### src/rtl/ste_pkg.sv
// Shared constants of the staged tuple enumerator.
`timescale 1ns / 1ps
package ste_pkg;

  localparam int MAX_DIGITS_DEF  = 8;
  localparam int INDEX_WIDTH_DEF = 16;

  localparam int OPCODE_W  = 2;
  localparam int SEL_W     = 3;
  localparam int SIZE_W    = 16;
  localparam int MASK_W    = 8;
  localparam int POS_W     = 3;
  localparam int TERM_W    = 16;
  localparam int STAGE_W   = 20;
  localparam int DCNT_W    = 4;
  localparam int CFG_IDX_W = 2;
  localparam int CFG_DAT_W = 16;

  localparam logic [OPCODE_W-1:0] OP_LOAD    = 2'd0;
  localparam logic [OPCODE_W-1:0] OP_START   = 2'd1;
  localparam logic [OPCODE_W-1:0] OP_ADVANCE = 2'd2;

  localparam logic [CFG_IDX_W-1:0] CFG_DIGIT_COUNT  = 2'd0;
  localparam logic [CFG_IDX_W-1:0] CFG_TERM_LIMIT   = 2'd1;
  localparam logic [CFG_IDX_W-1:0] CFG_SUM_STRATEGY = 2'd2;
  localparam logic [CFG_IDX_W-1:0] CFG_FULL_EFFORT  = 2'd3;

endpackage

### src/rtl/ste_ram.sv
// Small synchronous RAM with write forwarding and per-entry valid bits reading as zero.
`timescale 1ns / 1ps
module ste_ram #(
  parameter int DEPTH = ste_pkg::MAX_DIGITS_DEF,
  parameter int WIDTH = ste_pkg::INDEX_WIDTH_DEF
) (
  input  logic                                  clk,
  input  logic                                  rst_n,
  input  logic                                  we,
  input  logic [((DEPTH > 1) ? $clog2(DEPTH) : 1)-1:0] waddr,
  input  logic [WIDTH-1:0]                      wdata,
  input  logic [((DEPTH > 1) ? $clog2(DEPTH) : 1)-1:0] raddr,
  output logic [WIDTH-1:0]                      rdata
);

  logic [WIDTH-1:0] mem [DEPTH];
  logic [DEPTH-1:0] vld_r;

  always_ff @(posedge clk) begin
    if (we) begin
      mem[waddr] <= wdata;
    end
    // A write to the entry being read wins, so a step may read back its own result.
    if (we && waddr == raddr) begin
      rdata <= wdata;
    end else if (vld_r[raddr]) begin
      rdata <= mem[raddr];
    end else begin
      rdata <= '0;
    end
  end

  always_ff @(posedge clk) begin
    if (!rst_n) begin
      vld_r <= '0;
    end else if (we) begin
      vld_r[waddr] <= 1'b1;
    end
  end

endmodule

### src/rtl/staged_tuple_enumerator_top.sv
// Staged tuple enumerator: sequencer walking the size and index memories one digit a cycle.
//
//   channel | direction | handshake              | payload
//   in      | input     | in_valid / in_ready    | opcode, digit select, size, failure mask
//   out     | output    | out_valid / out_ready  | one tuple digit or an exhausted word
//   cfg     | input     | cfg_valid / cfg_ready  | register index and data
//
// A load writes the size memory. A start clears the tuple, then sends n digit words or
// an exhausted word. An advance walks the index memory one digit per cycle in each pass
// (scan, clear, stage check, refill), then sends its words; once exhausted it just says so.
// rst_n is synchronous; both memories read as zero after reset through per-entry valid bits.
// A full output register stalls the word sequencer; input is taken only when idle.
`timescale 1ns / 1ps
module staged_tuple_enumerator_top #(
  parameter int MAX_DIGITS  = ste_pkg::MAX_DIGITS_DEF,
  parameter int INDEX_WIDTH = ste_pkg::INDEX_WIDTH_DEF
) (
  input  logic                            clk,
  input  logic                            rst_n,
  input  logic                            in_valid,
  output logic                            in_ready,
  input  logic [ste_pkg::OPCODE_W-1:0]    in_opcode,
  input  logic [ste_pkg::SEL_W-1:0]       in_digit_select,
  input  logic [ste_pkg::SIZE_W-1:0]      in_size_value,
  input  logic                            in_failure_valid,
  input  logic [ste_pkg::MASK_W-1:0]      in_failure_mask,
  output logic                            out_valid,
  input  logic                            out_ready,
  output logic [ste_pkg::POS_W-1:0]       out_digit_position,
  output logic [ste_pkg::TERM_W-1:0]      out_term_value,
  output logic                            out_empty_domain,
  output logic                            out_exhausted,
  output logic                            out_last,
  input  logic                            cfg_valid,
  output logic                            cfg_ready,
  input  logic [ste_pkg::CFG_IDX_W-1:0]   cfg_index,
  input  logic [ste_pkg::CFG_DAT_W-1:0]   cfg_data
);
  import ste_pkg::*;

  localparam int AW   = (MAX_DIGITS > 1) ? $clog2(MAX_DIGITS) : 1;
  localparam int NW   = $clog2(MAX_DIGITS + 1);
  localparam int IW   = INDEX_WIDTH;
  localparam int CMPW = (IW + 1 > STAGE_W + 1) ? IW + 1 : STAGE_W + 1;
  localparam int RW   = (IW + NW > STAGE_W + 1) ? IW + NW : STAGE_W + 1;

  localparam logic [3:0] ST_IDLE      = 4'd0;
  localparam logic [3:0] ST_START     = 4'd1;
  localparam logic [3:0] ST_MAX_SCAN  = 4'd2;
  localparam logic [3:0] ST_MAX_CHK   = 4'd3;
  localparam logic [3:0] ST_MAX_FIND  = 4'd4;
  localparam logic [3:0] ST_NMAX_FIND = 4'd5;
  localparam logic [3:0] ST_SUM_SCAN  = 4'd6;
  localparam logic [3:0] ST_SUM_FILL  = 4'd7;
  localparam logic [3:0] ST_NSUM      = 4'd8;
  localparam logic [3:0] ST_NEXT      = 4'd9;
  localparam logic [3:0] ST_CLR       = 4'd10;
  localparam logic [3:0] ST_EMIT      = 4'd11;
  localparam logic [3:0] ST_EXH       = 4'd12;

  // Configuration registers.
  logic [DCNT_W-1:0] dcnt_r;
  logic [SIZE_W-1:0] tlim_r;
  logic              sum_r;
  logic              fe_r;

  // Sequencer state.
  logic [3:0]         state_r, state_nxt;
  logic [AW-1:0]      addr_r, addr_nxt;
  logic [STAGE_W-1:0] stage_r, stage_nxt;
  logic [IW-1:0]      total_r, total_nxt;
  logic [NW-1:0]      prefix_r, prefix_nxt;
  logic               more_r, more_nxt;
  logic [RW-1:0]      rest_r, rest_nxt;
  logic [IW-1:0]      big_r, big_nxt;
  logic               zero_r, zero_nxt;
  logic [3:0]         ret_st_r, ret_st_nxt;
  logic [AW-1:0]      ret_addr_r, ret_addr_nxt;

  // Output register.
  logic              out_valid_r;
  logic [POS_W-1:0]  out_pos_r;
  logic [TERM_W-1:0] out_idx_r;
  logic              out_emp_r, out_exh_r, out_last_r;
  logic              out_ld;
  logic [POS_W-1:0]  ld_pos;
  logic [TERM_W-1:0] ld_idx;
  logic              ld_emp, ld_exh, ld_last;

  // Memory ports.
  logic              sz_we;
  logic [AW-1:0]     sz_wa;
  logic [IW-1:0]     sz_wd, sz_q;
  logic              ix_we;
  logic [IW-1:0]     ix_wd, ix_q;

  // Working values.
  logic              in_acc;
  logic [NW-1:0]     n;
  logic [AW-1:0]     last_addr;
  logic              at_first;
  logic [NW-1:0]     next_pos;
  logic [IW:0]       nv;
  logic [CMPW-1:0]   stage_c;
  logic [IW-1:0]     mv, take_v;
  logic [RW-1:0]     rest_left;
  logic              slot_free;
  logic [NW-1:0]     mask_pfx, pfx_eff, pfx_clip;
  logic [SIZE_W-1:0] ld_size;
  logic [IW-1:0]     big_c;
  logic              zero_c;
  logic [STAGE_W:0]  goal, acc;
  logic [STAGE_W-1:0] stage_inc;
  logic [IW-1:0]     r1_dummy;

  assign in_acc    = in_valid && in_ready;
  assign in_ready  = (state_r == ST_IDLE);
  assign cfg_ready = 1'b1;
  assign n         = (int'(dcnt_r) > MAX_DIGITS) ? NW'(MAX_DIGITS) : NW'(dcnt_r);
  assign last_addr = AW'(n - NW'(1));
  assign at_first  = (addr_r == '0);
  assign next_pos  = NW'(addr_r) + NW'(1);
  assign nv        = {1'b0, ix_q} + (IW+1)'(1);
  assign stage_c   = CMPW'(stage_r);
  assign mv        = (sz_q != '0) ? sz_q - IW'(1) : '0;
  assign take_v    = (RW'(mv) > rest_r) ? IW'(rest_r) : mv;
  assign rest_left = rest_r - RW'(take_v);
  assign slot_free = !out_valid_r || out_ready;
  assign big_c     = (sz_q > big_r) ? sz_q : big_r;
  assign zero_c    = zero_r || (sz_q == '0);
  assign goal      = {1'b0, stage_r} + (STAGE_W+1)'(1);
  assign acc       = goal - (STAGE_W+1)'(rest_left);
  assign stage_inc = stage_r + STAGE_W'(1);
  assign r1_dummy  = '0;

  // The prefix after a failure is one past the highest flagged digit in use.
  always_comb begin
    mask_pfx = '0;
    for (int i = 0; i < MASK_W; i++) begin
      if (in_failure_mask[i] && (i < int'(n))) begin
        mask_pfx = NW'(i + 1);
      end
    end
  end

  assign pfx_eff  = in_failure_valid ? mask_pfx : prefix_r;
  assign pfx_clip = (pfx_eff < n) ? pfx_eff : n;

  // Size loads, clipped to the term limit.
  assign ld_size = ((tlim_r != '0) && (in_size_value > tlim_r)) ? tlim_r : in_size_value;
  assign sz_we   = in_acc && (in_opcode == OP_LOAD) && (int'(in_digit_select) < MAX_DIGITS);
  assign sz_wa   = AW'(in_digit_select);
  assign sz_wd   = IW'(ld_size);

  ste_ram #(.DEPTH(MAX_DIGITS), .WIDTH(IW)) u_size_ram (
    .clk   (clk),
    .rst_n (rst_n),
    .we    (sz_we),
    .waddr (sz_wa),
    .wdata (sz_wd),
    .raddr (addr_nxt),
    .rdata (sz_q)
  );

  ste_ram #(.DEPTH(MAX_DIGITS), .WIDTH(IW)) u_index_ram (
    .clk   (clk),
    .rst_n (rst_n),
    .we    (ix_we),
    .waddr (addr_r),
    .wdata (ix_wd),
    .raddr (addr_nxt),
    .rdata (ix_q)
  );

  always_comb begin
    state_nxt    = state_r;
    addr_nxt     = addr_r;
    stage_nxt    = stage_r;
    total_nxt    = total_r;
    prefix_nxt   = prefix_r;
    more_nxt     = more_r;
    rest_nxt     = rest_r;
    big_nxt      = big_r;
    zero_nxt     = zero_r;
    ret_st_nxt   = ret_st_r;
    ret_addr_nxt = ret_addr_r;
    ix_we        = 1'b0;
    ix_wd        = r1_dummy;
    out_ld       = 1'b0;
    ld_pos       = '0;
    ld_idx       = '0;
    ld_emp       = 1'b0;
    ld_exh       = 1'b0;
    ld_last      = 1'b0;

    case (state_r)
      ST_IDLE: begin
        addr_nxt = '0;
        if (in_acc) begin
          case (in_opcode)
            OP_START: begin
              stage_nxt  = '0;
              prefix_nxt = n;
              if (n == '0) begin
                total_nxt = IW'(1);
                more_nxt  = 1'b0;
                state_nxt = ST_EXH;
              end else begin
                big_nxt   = '0;
                zero_nxt  = 1'b0;
                addr_nxt  = last_addr;
                state_nxt = ST_START;
              end
            end
            OP_ADVANCE: begin
              if (!more_r) begin
                state_nxt = ST_EXH;
              end else begin
                prefix_nxt = pfx_eff;
                if (sum_r) begin
                  if (n == '0) begin
                    state_nxt = ST_NEXT;
                  end else begin
                    rest_nxt  = '0;
                    addr_nxt  = last_addr;
                    state_nxt = ST_SUM_SCAN;
                  end
                end else if (pfx_clip == '0) begin
                  state_nxt = ST_NEXT;
                end else begin
                  addr_nxt  = AW'(pfx_clip - NW'(1));
                  state_nxt = ST_MAX_SCAN;
                end
              end
            end
            default: begin
            end
          endcase
        end
      end

      ST_START: begin
        ix_we    = 1'b1;
        ix_wd    = '0;
        big_nxt  = big_c;
        zero_nxt = zero_c;
        if (at_first) begin
          total_nxt = (big_c > IW'(1)) ? big_c : IW'(1);
          more_nxt  = fe_r || !zero_c;
          addr_nxt  = '0;
          state_nxt = (fe_r || !zero_c) ? ST_EMIT : ST_EXH;
        end else begin
          addr_nxt = addr_r - AW'(1);
        end
      end

      ST_MAX_SCAN: begin
        if ((nv < {1'b0, sz_q}) && (CMPW'(nv) <= stage_c)) begin
          ix_we = 1'b1;
          ix_wd = nv[IW-1:0];
          // Stages zero and one need no check that the tuple reaches the stage.
          if (stage_r <= STAGE_W'(1)) begin
            ret_st_nxt   = ST_EMIT;
            ret_addr_nxt = '0;
          end else begin
            ret_st_nxt   = ST_MAX_CHK;
            ret_addr_nxt = addr_r;
          end
          if (next_pos >= n) begin
            state_nxt = ret_st_nxt;
            addr_nxt  = ret_addr_nxt;
          end else begin
            state_nxt = ST_CLR;
            addr_nxt  = addr_r + AW'(1);
          end
        end else if (at_first) begin
          state_nxt = ST_NEXT;
        end else begin
          addr_nxt = addr_r - AW'(1);
        end
      end

      ST_MAX_CHK: begin
        if (CMPW'(ix_q) >= stage_c) begin
          addr_nxt  = '0;
          state_nxt = ST_EMIT;
        end else if (at_first) begin
          addr_nxt  = last_addr;
          state_nxt = ST_MAX_FIND;
        end else begin
          addr_nxt = addr_r - AW'(1);
        end
      end

      ST_MAX_FIND: begin
        if (CMPW'(sz_q) > stage_c) begin
          ix_we        = 1'b1;
          ix_wd        = IW'(stage_r);
          ret_st_nxt   = ST_EMIT;
          ret_addr_nxt = '0;
          if (next_pos >= n) begin
            state_nxt = ST_EMIT;
            addr_nxt  = '0;
          end else begin
            state_nxt = ST_CLR;
            addr_nxt  = addr_r + AW'(1);
          end
        end else if (at_first) begin
          state_nxt = ST_NEXT;
        end else begin
          addr_nxt = addr_r - AW'(1);
        end
      end

      ST_NEXT: begin
        prefix_nxt = n;
        if (sum_r) begin
          if (n == '0) begin
            stage_nxt = '0;
            more_nxt  = 1'b0;
            state_nxt = ST_EXH;
          end else begin
            rest_nxt  = RW'(goal);
            addr_nxt  = last_addr;
            state_nxt = ST_NSUM;
          end
        end else begin
          stage_nxt = stage_inc;
          if ((CMPW'(stage_inc) >= CMPW'(total_r)) || (n == '0)) begin
            more_nxt  = 1'b0;
            state_nxt = ST_EXH;
          end else begin
            ret_st_nxt   = ST_NMAX_FIND;
            ret_addr_nxt = last_addr;
            addr_nxt     = '0;
            state_nxt    = ST_CLR;
          end
        end
      end

      ST_NMAX_FIND: begin
        if (CMPW'(sz_q) > stage_c) begin
          ix_we     = 1'b1;
          ix_wd     = IW'(stage_r);
          addr_nxt  = '0;
          state_nxt = ST_EMIT;
        end else if (at_first) begin
          more_nxt  = 1'b0;
          state_nxt = ST_EXH;
        end else begin
          addr_nxt = addr_r - AW'(1);
        end
      end

      ST_SUM_SCAN: begin
        ix_we = 1'b1;
        if ((rest_r != '0) && (nv < {1'b0, sz_q}) && (NW'(addr_r) < prefix_r)) begin
          ix_wd    = nv[IW-1:0];
          rest_nxt = rest_r - RW'(1);
          if (rest_r == RW'(1)) begin
            addr_nxt  = '0;
            state_nxt = ST_EMIT;
          end else begin
            addr_nxt  = last_addr;
            state_nxt = ST_SUM_FILL;
          end
        end else begin
          // Digits passed over give their value back to the remainder.
          ix_wd    = '0;
          rest_nxt = rest_r + RW'(ix_q);
          if (at_first) begin
            state_nxt = ST_NEXT;
          end else begin
            addr_nxt = addr_r - AW'(1);
          end
        end
      end

      ST_SUM_FILL: begin
        ix_we    = 1'b1;
        ix_wd    = take_v;
        rest_nxt = rest_left;
        if ((rest_left == '0) || at_first) begin
          addr_nxt  = '0;
          state_nxt = ST_EMIT;
        end else begin
          addr_nxt = addr_r - AW'(1);
        end
      end

      ST_NSUM: begin
        // Here the remainder holds what the next stage still lacks.
        ix_we    = 1'b1;
        ix_wd    = take_v;
        rest_nxt = rest_left;
        if ((rest_left == '0) || at_first) begin
          stage_nxt = acc[STAGE_W-1:0];
          if (rest_left == '0) begin
            addr_nxt  = '0;
            state_nxt = ST_EMIT;
          end else begin
            more_nxt  = 1'b0;
            state_nxt = ST_EXH;
          end
        end else begin
          addr_nxt = addr_r - AW'(1);
        end
      end

      ST_CLR: begin
        ix_we = 1'b1;
        ix_wd = '0;
        if (next_pos == n) begin
          state_nxt = ret_st_r;
          addr_nxt  = ret_addr_r;
        end else begin
          addr_nxt = addr_r + AW'(1);
        end
      end

      ST_EMIT: begin
        if (slot_free) begin
          out_ld  = 1'b1;
          ld_pos  = POS_W'(addr_r);
          ld_emp  = (sz_q == '0);
          ld_idx  = (sz_q == '0) ? '0 : TERM_W'(ix_q);
          ld_last = (next_pos == n);
          if (next_pos == n) begin
            state_nxt = ST_IDLE;
            addr_nxt  = '0;
          end else begin
            addr_nxt = addr_r + AW'(1);
          end
        end
      end

      ST_EXH: begin
        if (slot_free) begin
          out_ld    = 1'b1;
          ld_exh    = 1'b1;
          ld_last   = 1'b1;
          state_nxt = ST_IDLE;
        end
      end

      default: begin
        state_nxt = ST_IDLE;
      end
    endcase
  end

  always_ff @(posedge clk) begin
    if (!rst_n) begin
      state_r  <= ST_IDLE;
      stage_r  <= '0;
      total_r  <= IW'(1);
      prefix_r <= '0;
      more_r   <= 1'b0;
    end else begin
      state_r  <= state_nxt;
      stage_r  <= stage_nxt;
      total_r  <= total_nxt;
      prefix_r <= prefix_nxt;
      more_r   <= more_nxt;
    end
  end

  always_ff @(posedge clk) begin
    addr_r     <= addr_nxt;
    rest_r     <= rest_nxt;
    big_r      <= big_nxt;
    zero_r     <= zero_nxt;
    ret_st_r   <= ret_st_nxt;
    ret_addr_r <= ret_addr_nxt;
  end

  always_ff @(posedge clk) begin
    if (!rst_n) begin
      dcnt_r <= '0;
      tlim_r <= '0;
      sum_r  <= 1'b0;
      fe_r   <= 1'b0;
    end else if (cfg_valid && cfg_ready) begin
      case (cfg_index)
        CFG_DIGIT_COUNT:  dcnt_r <= cfg_data[DCNT_W-1:0];
        CFG_TERM_LIMIT:   tlim_r <= cfg_data[SIZE_W-1:0];
        CFG_SUM_STRATEGY: sum_r  <= cfg_data[0];
        CFG_FULL_EFFORT:  fe_r   <= cfg_data[0];
        default: begin
        end
      endcase
    end
  end

  // Output word register.
  always_ff @(posedge clk) begin
    if (!rst_n) begin
      out_valid_r <= 1'b0;
    end else if (out_ld) begin
      out_valid_r <= 1'b1;
    end else if (out_ready) begin
      out_valid_r <= 1'b0;
    end
  end

  always_ff @(posedge clk) begin
    if (out_ld) begin
      out_pos_r  <= ld_pos;
      out_idx_r  <= ld_idx;
      out_emp_r  <= ld_emp;
      out_exh_r  <= ld_exh;
      out_last_r <= ld_last;
    end
  end

  assign out_valid          = out_valid_r;
  assign out_digit_position = out_pos_r;
  assign out_term_value     = out_idx_r;
  assign out_empty_domain   = out_emp_r;
  assign out_exhausted      = out_exh_r;
  assign out_last           = out_last_r;

endmodule

### config.mk
export PLATFORM = sky130hd
export DESIGN_NAME = staged_tuple_enumerator_top
export DESIGN_NICKNAME = d
export VERILOG_FILES = /design/src/rtl/ste_pkg.sv /design/src/rtl/ste_ram.sv /design/src/rtl/staged_tuple_enumerator_top.sv
export SDC_FILE = /design/constraint.sdc
export NUM_CORES = 1
export LEC_CHECK = 0
export ABC_AREA = 1
export BUFFER_PORTS_ARGS = -buffer_cell sky130_fd_sc_hd__clkbuf_2
export CAP_MARGIN = 20
export CORE_MARGIN = 1
export CORE_UTILIZATION = 60
export DETAILED_ROUTE_END_ITERATION = 7
export PLACE_DENSITY = 0.77
export SLEW_MARGIN = 30
export SYNTH_ARGS = -nofsm -noshare
export SYNTH_HDL_FRONTEND = slang
export SYNTH_HIERARCHICAL = 1
export SYNTH_SLANG_ARGS = --single-unit
### constraint.sdc
create_clock -name clk -period 7.3 [get_ports clk]
set_input_delay 0.73 -clock clk [delete_from_list [all_inputs] [get_ports clk]]
set_output_delay 0.73 -clock clk [all_outputs]
set_load 0.1 [all_outputs]
=== Word level (Yosys, flattened, before mapping) ===
Memory sizes are Yosys's and may differ from the RTL's.
Cells that the tools add are included.

* Add/subtract/negate cells: 13
* $lt $le $gt $ge: 27
* Equality and inequality tests: 50
* Mux-type cells: 158
* Bitwise operators: 4
* Reduce and logical (&&, ||, !) cells: 61

{| class="wikitable"
|+ Operator list
! cell !! number
|-
| $mux W16 || 19
|-
| $mux W21 || 8
|-
| $mux W4 || 39
|-
| $mux W3 || 34
|-
| $mux W20 || 5
|-
| $pmux W21 S4 || 1
|-
| $pmux W16 S2 || 2
|-
| $pmux W16 S4 || 1
|-
| $pmux W20 S3 || 1
|-
| $pmux W4 S13 || 1
|-
| $pmux W3 S12 || 1
|-
| $ne A2 B2 Y1 const B || 17
|-
| $gt A16 B16 Y1 || 2
|-
| $reduce_bool A16 Y1 || 2
|-
| $mux W1 || 30
|-
| $pmux W4 S2 || 3
|-
| $add A20 B1 Y21 const B || 1
|-
| $add A21 B16 Y21 || 1
|-
| $eq A21 B1 Y1 const B || 1
|-
| $gt A16 B21 Y1 || 1
|-
| $logic_not A21 Y1 || 1
|-
| $reduce_bool A21 Y1 || 1
|-
| $sub A21 B1 Y21 const B || 1
|-
| $sub A21 B16 Y21 || 1
|-
| other kinds (65) || 139
|}

* Bits in registers: 186
* Bits in writable memories: 256
* Input bits: 53
* Memories kept: 2

{| class="wikitable"
|+ Memory list
! name !! depth !! bits a word !! rd ports !! clocked after memory_dff !! write ports !! RTL line !! RTL
|-
| u_index_ram.mem || 8 || 16 || 1 || 0 || 1 || ste_ram.sv:16 || <nowiki>logic [WIDTH-1:0] mem [DEPTH];</nowiki>
|-
| u_size_ram.mem || 8 || 16 || 1 || 0 || 1 || ste_ram.sv:16 ||
|}

=== Depth between registers and ports, before layout ===
Gate-level depths: netlist of the first run.

* Word-level depth: 26
* Gate-level depth with buffers: 53
* Gate-level depth less buffers: 51

=== Hierarchy ===
The synthesis of the first run kept the hierarchy.

{| class="wikitable"
|+ Modules (own cells, without submodules)
! module !! times used !! cells each !! area each (µm²)
|-
| staged_tuple_enumerator_top || 1 || 2347 || 15554.9
|-
| ste_ram at u_index_ram || 1 || 701 || 6628.9
|-
| ste_ram at u_size_ram || 1 || 700 || 6600.1
|}

=== Worst setup path after synthesis of the first run ===
OpenSTA, ideal clock, no wires.

* Path type: reg-to-reg
* From: reg u_size_ram.rdata[0]
* To: reg u_index_ram.rdata[0]
* Library setup time: 0.113 ns
* Arrival: 6.415 ns
* Required time: 7.187 ns
* Path slack: 0.771 ns
* Cell stages (with the launch flop): 47
* Buffers on the path: 4
* Clock period less this slack: 6.529 ns
* Cell sequence: dfxtp_1 -> inv_1 -> ha_1 -> nand2_1 -> nor3_1 -> nand2_1 -> nor3_2 -> clkinv_1 -> nand2_1 -> inv_1 -> ha_1 -> a21oi_1 -> o21ai_0 -> a21oi_1 -> o31ai_1 -> nand3_1 -> nor2_1 -> o21ai_1 -> (+11 left out) -> nand3_1 -> nor2_1 -> nand2_1 -> nand4_1 -> nand3b_1 -> nor2_1 -> nand4_1 -> buf_6 -> inv_4 -> buf_6 -> buf_6 -> nand2_1 -> nand3_1 -> nand2_1 -> nand2_1 -> nand2_1 -> nand3_1 -> nand2_1

* Word-level cells in the longest chain between the ends: 13
* Elaborated cells on any way between the ends: 35
* Classes of those cells: 2 x add/sub; 3 x order compare; 1 x eq/ne; 21 x mux; 7 x reduce/logical; 1 x memory

{| class="wikitable"
|+ Ends and longest elaborated chain
! item !! RTL line !! RTL
|-
| start, declared || ste_ram.sv:13 || <nowiki>output logic [WIDTH-1:0] rdata</nowiki>
|-
| start signal, assigned || ste_ram.sv:25 || <nowiki>rdata <= wdata;</nowiki>
|-
| start signal, assigned || ste_ram.sv:27 || <nowiki>rdata <= mem[raddr];</nowiki>
|-
| $sub A16 B1 Y16 or $reduce_bool A16 Y1 (tied branches) || staged_tuple_enumerator_top.sv:125 || <nowiki>assign mv = (sz_q != '0) ? sz_q - IW'(1) : '0;</nowiki>
|-
| $mux W16 || staged_tuple_enumerator_top.sv:125 ||
|-
| $gt A16 B21 Y1 || staged_tuple_enumerator_top.sv:126 || <nowiki>assign take_v = (RW'(mv) > rest_r) ? IW'(rest_r) : mv;</nowiki>
|-
| $mux W16 || staged_tuple_enumerator_top.sv:126 ||
|-
| $sub A21 B16 Y21 || staged_tuple_enumerator_top.sv:127 || <nowiki>assign rest_left = rest_r - RW'(take_v);</nowiki>
|-
| $logic_not A21 Y1 || staged_tuple_enumerator_top.sv:383, staged_tuple_enumerator_top.sv:396, staged_tuple_enumerator_top.sv:398 ||
|-
| $mux W3 or $logic_or A1 B1 Y1 (tied branches) || staged_tuple_enumerator_top.sv:398, staged_tuple_enumerator_top.sv:383, staged_tuple_enumerator_top.sv:396 ||
|-
| $mux W3 (on tied branches) || staged_tuple_enumerator_top.sv:396, staged_tuple_enumerator_top.sv:383 ||
|-
| $pmux W3 S12 (*) || staged_tuple_enumerator_top.sv:196 || <nowiki>case (state_r)</nowiki>
|-
| net addr_nxt[0] || staged_tuple_enumerator_top.sv:69 || <nowiki>logic [AW-1:0] addr_r, addr_nxt;</nowiki>
|-
| $bmux W1 S3 || ste_ram.sv:26 || <nowiki>end else if (vld_r[raddr]) begin</nowiki>
|-
| $mux W1 (not written as such) || ste_ram.sv:26 ||
|-
| $mux W16 || ste_ram.sv:26 ||
|-
| $mux W16 (*) || ste_ram.sv:24 || <nowiki>if (we && waddr == raddr) begin</nowiki>
|-
| end signal, assigned || ste_ram.sv:25 ||
|-
| end signal, assigned || ste_ram.sv:27 ||
|-
| end, declared || ste_ram.sv:13 ||
|}

Mark *: on every way through the listed nets, which the timed path passes. The rest lies on a longest branch. The select of a mux whose other input is x is not followed.
A chain may end at the register's enable or synchronous reset.

=== Final worst setup path of the first run ===
* From: reg u_size_ram.rdata[1]
* To: reg u_index_ram.rdata[15]

The elaborated chain is that of the path after synthesis.

==> results, run 1 <==
- The synthesized netlist devotes 10.9% of its cell area to compound gates.
- The synthesized design devotes to its leading area cell type ~34% of total area.
- The xor/xnor cell area share of the yosys netlist is 2.52%.
- In the global route stage, met1 resource usage came out at 49.3%.
- The routability-driven placement congestion ratio is 1.04.
- The area of the placeable core is 47000 sq um.
- The initial core utilization is 61.3%.
- The library cell contributing the largest single delay on the critical path is sky130_fd_sc_hd__ha_2.
- For this run, the number of Yosys warnings is 6.
- For this design the top-level I/O count stands at 78.
- The shortest clock period the worst path allows after layout is slightly above 7000 ps.
- The max-cap check violation count is 0.
- Across all layers, the routed design uses 26300 vias.
- The leftover overflow at the end of global routing is 0.
- The proportion of layout cells with a drive suffix above 1 is 10.9%.
- The number of pins exceeding their max-slew limit in the final report is 0.
- The number of failing setup endpoints in the final timing report is 0.
- The arrival time of data at the critical path endpoint is between 7000 and 8000 ps.
- The final core area utilization is 69.3%.
- The synthesized instance count is 3748.
- The total routing usage reported by global routing is a little over a third.
- The pin count of the biggest net entering global routing is 49.
- The sequential area share after synthesis is a little over two fifths.
- The adder and majority gate portion of the synthesized area is 9.12%.
- The flow ran to the end, and the final reports show no timing, DRC or antenna violations.
- The multi-input combinational cell area is 14100 sq um.
- For this run, the top clock speed supported by timing is 140 MHz.
- In this run the number of H-tree levels came out at 2.
- After detailed routing, the number of vias per cell comes to 5.79.
- Clock latency on the worst-skew pair, taken at its later pin, is between 600 and 700 ps.
- From synthesis to final layout, the design area changed by 13.1%.
- The critical-path maximum fanout is 14.
- The library cell with the largest summed area after synthesis is sky130_fd_sc_hd__edfxtp_1.
- The pre-CTS setup slack is -261 ps.
- The cell area that synthesis handed to floorplanning was 28800 sq um.
- Sorting the synthesized cells by area gives the leading types as sky130_fd_sc_hd__edfxtp_1 34%, sky130_fd_sc_hd__nand2_1 13%, sky130_fd_sc_hd__ha_1 8.9%.
- Among all flip-flop cells after synthesis, the most frequent one is sky130_fd_sc_hd__edfxtp_1.
- The required arrival time at the worst endpoint is ~7800 ps.
- The clock net sink count is 441.
- The combinational family with the most area after synthesis is simple AND/OR/NAND/NOR gates.
- The count of unique library cells instantiated by Yosys is 61.
- The worst setup path is captured at a register.
- The count of endpoints failing hold in the final timing report is 0.
- The finished cells cover 32600 sq um.
- 0 antenna diodes ended up in the layout.
- The post-detailed-route wirelength per cell is 19.6 um.
- The fill cell instance count of the final layout is 3896.
- The routing usage on met3 is between 6 and 7%.
- Once detail routing completed, the nets flagged for antenna violations numbered 0.
- The remaining design rule violation count is 0.
- Counting flops and latches in the post-synthesis netlist gives 441.
- The number of buffers on the longest clock path is 3.
- Across the whole layout, storage elements account for 12100 sq um.
- The worst slew margin relative to its limit is around a third.
- The CTS clock-pin slew for the worst setup and hold paths is approximately 60 ps.
- The first detailed-routing pass took 8 iterations.
- The clock tree from TritonCTS is yes.
- The maximum cell stage delay along the critical path is 370 ps.
- Wires add up to 88900 um.
- The global-route wire length before repair is 134000 um.
- The setup skew after layout is 35.3 ps.
- The via count of the first global-routing pass is ~24000.
- The critical path is of the register to register type.
- The cell type group with the largest total delay on the critical path is simple AND/OR/NAND/NOR gates.
- After the last flow step, the layout net total stands at just over 4000.
- The number of antenna violations at the first check in global routing is 0.
- The cell that appears most often on the critical path is sky130_fd_sc_hd__nand3_1.
- The layer flagged by global routing as most heavily used is met2.
- Counting every net in the synthesized netlist gives 4009.
- The number of buffers added by the clock tree synthesis step is 47.
- The y dimension of the die is 221 um.
- At the pin with the least slew margin, the transition time is 1000 ps.
- In the synthesized netlist, mux cells make up 0% of the area.
- The async set-or-reset flop fraction in the synthesized netlist is 0%.
- For this design, the CTS-stage hold fixing added 0 buffers.
- The die is 221 um wide.
- The worst-case setup margin in the final layout is 153 ps.
- The type of the most critical hold path is input pin to register.
- The die covers 48900 sq um.
- The share of the clock period used by the worst path is 97.9%.
- Detailed placement ended at an HPWL of between 60000 and 70000 um.
- The root buffer cell chosen for the clock tree is sky130_fd_sc_hd__clkbuf_16.
- Summing the areas of all and, or, nand and nor instances in the mapped netlist gives 24.9% of the synthesized area.
- The number of flops mapped to enable cells by yosys is 322.
- In this run the cell area measured after placement is 30200 sq um.
- The number of buffers and inverters on the critical path is 8.
- In this run the mean area of a mapped cell was 7.68 sq um.
- The type of origin of the critical path is a register.
- On the final layout, the worst hold slack is about 400 ps.
- In this run the tool buffered the top-level ports with between 70 and 80 buffer cells.
- Global routing used a little under three fifths of the available met2 tracks.
- After the first detailed-routing iteration, the DRC count stood at 3173.
- The number of placement rows is between 70 and 80.
[area by class of cell]
cell class | instances | area share [%]
Tap cell | 607 | 2.33
Timing Repair Buffer | 204 | 4.79
Clock inverter | 26 | 0.769
Sequential cell | 441 | 37.0
Clock buffer | 61 | 4.12
Inverter | 641 | 7.53
Multi-Input combinational cell | 2561 | 43.4
[through the flow]
step	TNS, ps	std cells
global placement	-2530	4422
floorplan	0	3748
global route	-4220	4541
finish	0	4541
detailed placement	-6130	4422
CTS	0	4510
[path summary, 6_finish.rpt]
check / depth (start not counted) / from / slack (ps) / to
max: 44 / u_size_ram/rdata[1]$_DFF_P_ / 150 / u_index_ram/rdata[15]$_DFF_P_
min: 3 / cfg_data[9] / 410 / tlim_r[9]$_SDFFE_PN0P_
max reg2reg: 44 / u_size_ram/rdata[1]$_DFF_P_ / 150 / u_index_ram/rdata[15]$_DFF_P_
min reg2reg: 2 / total_r[6]$_SDFFE_PN0P_ / 470 / total_r[6]$_SDFFE_PN0P_
[state kept, by name, indices dropped and copies added, names as in the netlist, 3 cells and up]
register,cells
addr_r,3
big_r,16
dcnt_r,4
out_digit_position,3
out_term_value,16
prefix_r,4
rest_r,21
ret_addr_r,3
ret_st_r,3
stage_r,20
state_r,4
tlim_r,16
total_r,16
u_index_ram/mem,128
u_index_ram/rdata,16
u_index_ram/vld_r,8
u_size_ram/mem,128
u_size_ram/rdata,16
u_size_ram/vld_r,8
[logic make-up after synthesis]
group / count (synthesis)
other: 1
and+or+nand+nor: 1720
AOI/OAI and AO/OA: 549
buffers and inverters: 748
xor gates and xnor gates: 81
adders and majority gates: 208
DFF: 441
[cells in the mapped netlist (all sizes together), types with 15 or more instances]
library cell,n
nand2,1031
inv,633
edfxtp,322
nor2,294
nand3,275
a21oi,223
ha,205
o21ai,182
dfxtp,119
xor2,67
buf,64
nand4,47
o211ai,46
clkbuf,43
nor3,38
o22ai,19
nor4,15
[per-layer routing]
metal  share of wire [%]  vias up  routed length (um)
met3                  11      230                9370
li1                    -    12600                   -
met2                  44     1412               39500
met4                 3.9        0                3440
met1                  41    12100               36600
met5                   0        -                   0
[placed cells by master, fill, tap and decap left out, types with 18 or more instances in the layout]
cell type and n:
sky130_fd_sc_hd__o22ai_1 18, sky130_fd_sc_hd__nand3_1 271, sky130_fd_sc_hd__dfxtp_1 119, sky130_fd_sc_hd__nor3_1 31, sky130_fd_sc_hd__nand2_1 1009, sky130_fd_sc_hd__ha_1 198, sky130_fd_sc_hd__buf_4 107, sky130_fd_sc_hd__o21ai_1 22
sky130_fd_sc_hd__inv_1 619, sky130_fd_sc_hd__nand4_1 46, sky130_fd_sc_hd__o21ai_0 156, sky130_fd_sc_hd__o211ai_1 46, sky130_fd_sc_hd__clkbuf_16 54, sky130_fd_sc_hd__clkbuf_2 77, sky130_fd_sc_hd__nor2_2 30, sky130_fd_sc_hd__nor2_1 256
sky130_fd_sc_hd__edfxtp_1 322, sky130_fd_sc_hd__a21oi_1 206, sky130_fd_sc_hd__xor2_1 62, sky130_fd_sc_hd__nand2_2 20
[tightest hold or removal path, delay by kind of cell]
| kind | cells | cell delay [ps] |
|---|---|---|
| compound gates | 2 | 170 |
| buf+inv | 1 | 70 |
[timing repair]
| item | 4_1_cts | 5_1_grt |
|---|---|---|
| endpoints found under the setup margin | 33 | 53 |
| cloned | 0 | 6 |
| pin swaps | 3 | 30 |
| resized for setup | 14 | 107 |
| buffers inserted | 1 | 24 |
Power of run 1 is not shown: default switching activity piles up to over one toggle a cycle in this logic, so the estimate is an artifact.
==> run 2: changes to the inputs <==
--- a/config.mk
+++ b/config.mk
@@ -5,7 +5,7 @@
 export SDC_FILE = /design/constraint.sdc
 export NUM_CORES = 1
 export LEC_CHECK = 0
-export ABC_AREA = 1
+export ABC_AREA = 0
 export BUFFER_PORTS_ARGS = -buffer_cell sky130_fd_sc_hd__clkbuf_2
 export CAP_MARGIN = 20
 export CORE_MARGIN = 1
==> results, run 2 <==
- The instance count after placement with tap cells included is 3414 (-23%).
- The slowest stage of the critical path belongs to the cell sky130_fd_sc_hd__or4_4.
- The type of origin of the critical path is a register.
- The library cells used most frequently in the layout, excluding fill and tap cells, are 322 x sky130_fd_sc_hd__edfxtp_1, 289 x sky130_fd_sc_hd__buf_4, 238 x sky130_fd_sc_hd__nand2_1.
- The count of unique library cells instantiated by Yosys was 89 (+46%).
- The worst-case reg-to-reg path depth is 35 (-20%).
- The clock tree from TritonCTS is yes.
- The clock latency of the later-clocked register in the worst-skew pair is 610 ps (about the same).
- The worst-case setup margin in the final layout is -972 ps (-1120 ps).
- The y dimension of the die is 215 um (-2.7%).
- The cell with the most instances after synthesis is sky130_fd_sc_hd__edfxtp_1.
- The register-to-register setup slack is -970 ps (-1120 ps).
- The async set-or-reset flop fraction in the synthesized netlist is 0% (unchanged).
- The critical-path maximum fanout came to 9 (-5).
- The number of antenna violations at the first check in global routing is 4 (+4).
- The overall die area is 46200 sq um (-5.4%).
- The number of pins exceeding their max-slew limit in the final report came to 0 (unchanged).
- The starting DRC count in detailed routing is 3452 (+8.8%).
- The number of failing setup endpoints in the final timing report was 32 (+32).
- The final wirelength was 99500 um (+12%).
- The count of endpoints failing hold in the final timing report was 0 (unchanged).
- The global-route wire length before repair is 145000 um (+7.9%).
- The number of instances on the worst hold path was 3 (unchanged).
- The post-detailed-placement half-perimeter wirelength came to 68400 um (+7.7%).
- The max-cap check violation count is 0 (unchanged).
- The final hold slack was 352 ps (-57.5 ps).
- The maximum cell stage delay along the critical path is 550 ps (+180 ps).
- The clock net sink count is 441 (unchanged).
- The CTS clock-pin slew for the worst setup and hold paths is 70 ps (about the same).
- The arrival time of data at the critical path endpoint is 8800 ps (+1180 ps).
- The area of the placeable core is 44500 sq um (-5.2%).
- The highest attainable clock frequency is 121 MHz (-14%).
- The actual slew at the worst max-slew pin is 1070 ps (+66.7 ps).
- The top-area cell type share of the netlist area came to 35.5% (+1.9 points).
- Setup repair after global routing could not meet its margin everywhere.
- The type of the most critical hold path is input pin to register.
- The via count of the first global-routing pass came to 23700 (-1.1%).
- The number of I/O pins is 78 (unchanged).
- By instance count, the cell type seen most on the critical path is sky130_fd_sc_hd__nand4_1.
- The total via count in the routed design was 24100 (-8.4%).
- The required arrival time at the worst endpoint is 7830 ps (+60 ps).
- The remaining design rule violation count is 0 (unchanged).
- The share of the clock period used by the worst path is 113% (+15 points).
- The antenna violation net count after detailed routing came to 0 (unchanged).
- The fill cell instance count of the final layout is 3058 (-22%).
- The horizontal die dimension is 215 um (-2.7%).
- The synthesized instance count is 2583 (-31%).
- The count of input and output buffers is 76 (unchanged).
- The largest total area in the synthesized netlist belongs to sky130_fd_sc_hd__edfxtp_1.
- The synthesized area was 27200 sq um (-5.5%).
- The worst setup path is of the register to register kind.
- The routability-driven placement congestion ratio is 1.06 (+1.3%).
- After synthesis, the cell types taking the most area are sky130_fd_sc_hd__edfxtp_1 36%, sky130_fd_sc_hd__ha_1 9.4%, sky130_fd_sc_hd__dfxtp_1 8.8%.
- The initial core utilization is 61.1% (-0.17 points).
- The leftover overflow at the end of global routing is 0 (unchanged).
- The number of flops mapped to enable cells by yosys was 322 (unchanged).
- The post-route non-filler standard cell count is 3550 (-22%).
- The post-detailed-route wirelength per cell is 28.0 um (+43%).
- The pin count of the biggest net entering global routing was 62 (+27%).
- The number of buffers added by the clock tree synthesis step is 46 (-2.1%).
- The mean area per synthesized cell is 10.5 sq um (+37%).
- The setup skew after layout came to 27.4 ps (-7.91 ps).
- The proportion of layout cells with a drive suffix above 1 is 24.5% (+14 points).
- The synthesized netlist net count is 2844 (-29%).
- Counting instances in the post-synthesis netlist gives the leading cell types as 322 x sky130_fd_sc_hd__edfxtp_1, 240 x sky130_fd_sc_hd__nand2_1, 205 x sky130_fd_sc_hd__ha_1, 184 x sky130_fd_sc_hd__nor2_1, 167 x sky130_fd_sc_hd__inv_1.
- The shortest clock period the worst path allows after layout is 8270 ps (+1120 ps).
- The post-synthesis to final-layout area growth is 20.8%.
- The detail-routed via count per cell is 6.79 (+17%).
- The largest registers in the layout are u_index_ram/mem x128, u_size_ram/mem x128, rest_r x21.
- The number of warnings reported in the yosys synthesis log is 6 (unchanged).
- The library cell used most frequently in the layout, excluding fill and tap cells, is sky130_fd_sc_hd__edfxtp_1.
- The first-pass detailed-route iteration total came to 6 (-2).
- The number of placement rows came to 77 (-2.5%).
- The most used flip-flop cell after synthesis is sky130_fd_sc_hd__edfxtp_1.
- The checks that failed: setup timing.
- The sequential area share after synthesis is 44.3% (+2.4 points).
- The master cell of the clock root buffer is sky130_fd_sc_hd__clkbuf_16.
- The worst slew margin relative to its limit is 28.5% (-4.4 points).
- The maximum level of the CTS H-tree was 2 (unchanged).
- The total routing usage reported by global routing is 41.7% (+6.4 points).
- The number of buffers on the longest clock path is 3 (unchanged).
- The worst setup path is captured at a register.
- The number of nets in the final layout is 3180 (-24%).
- The register bit count reported by yosys is 441 (unchanged).
- The run finished, with violations left.
[run 2: cell count changes in the layout (fill, tap and decap cells not counted), moves of 31 or more]
cell,change
sky130_fd_sc_hd__mux2i_1,+58
sky130_fd_sc_hd__a21oi_1,-90
sky130_fd_sc_hd__mux4_2,+66
sky130_fd_sc_hd__xnor2_1,+61
sky130_fd_sc_hd__nand2_1,-771
sky130_fd_sc_hd__inv_1,-454
sky130_fd_sc_hd__nand3_1,-199
sky130_fd_sc_hd__nor2_1,-77
sky130_fd_sc_hd__buf_4,+182
sky130_fd_sc_hd__o21a_1,+31
sky130_fd_sc_hd__o21ai_0,-71
[run 2: logic make-up (layout without fill, tap and decap cells)]
family          count (synthesis)  after routing  share of synthesized area, %
mux                           154            154                          8.79
simple gates                  790            790                          14.2
compound gates                604            604                          15.4
fa+ha+maj                     208            208                          9.65
other cells                     1              3                        0.0138
flops                         441            441                          44.3
buf+inv                       277            650                          4.19
xor+xnor                      108            108                          3.48
[run 2: area by class of cell]
| class | count | area, sq um | area share (%) |
|---|---|---|---|
| Antenna cell | 2 | 5.00 | 0.0152 |
| Clock buffer | 60 | 1240 | 3.78 |
| Clock inverter | 25 | 349 | 1.06 |
| Inverter | 169 | 637 | 1.94 |
| Multi-Input combinational cell | 1865 | 14800 | 45.0 |
| Sequential cell | 441 | 12100 | 36.7 |
| Tap cell | 592 | 741 | 2.25 |
| Timing Repair Buffer | 396 | 3060 | 9.31 |
[run 2: worst paths after layout]
path / from / to
worst max-delay path: u_size_ram/rdata[5]$_DFF_P_ / u_size_ram/rdata[5]$_DFF_P_
worst min-delay path: cfg_data[5] / tlim_r[5]$_SDFFE_PN0P_
worst max register to register: u_size_ram/rdata[5]$_DFF_P_ / u_size_ram/rdata[5]$_DFF_P_
worst min register to register: total_r[14]$_SDFFE_PN0P_ / total_r[14]$_SDFFE_PN0P_
[run 2: timing repair]
item | in CTS | in global routing
setup buffers | 20 | 28
hold buffers | 0 | 0
endpoints found under the setup margin | 53 | 54
gates resized for setup | 67 | 65
pin swaps | 21 | 46
gates cloned | 0 | 2
[run 2: metal layers]
metal	routed length [um]	global-route usage [%]	vias to the layer above
li1	-	-	10400
met1	36600	54.5	11600
met2	45200	64.9	1743
met3	11800	9.29	381
met4	5860	22.7	0
met5	0	0	-
[run 2: stage by stage]
step	util [%]	instance area (sq um)	setup TNS, ps	setup WS, ps
6_report	73.9	32900	-29100	-972
5_1_grt	73.9	32900	-40190	-1200
4_1_cts	72.4	32200	-26380	-875
3_5_place_dp	67.8	30200	-40030	-1190
3_3_place_gp	67.8	30200	-30220	-931
2_1_floorplan	-	27300	-26480	-887
[run 2: critical path: cells and delay by family, from the launching register on]
kind            cells  cell delay, ps
flops               1             330
simple gates       17            4040
compound gates      7            1580
buf+inv             6             820
fa+ha+maj           3             940
xor+xnor            1             130
mux                 1             330
Power of run 2 is left out for the same reason.
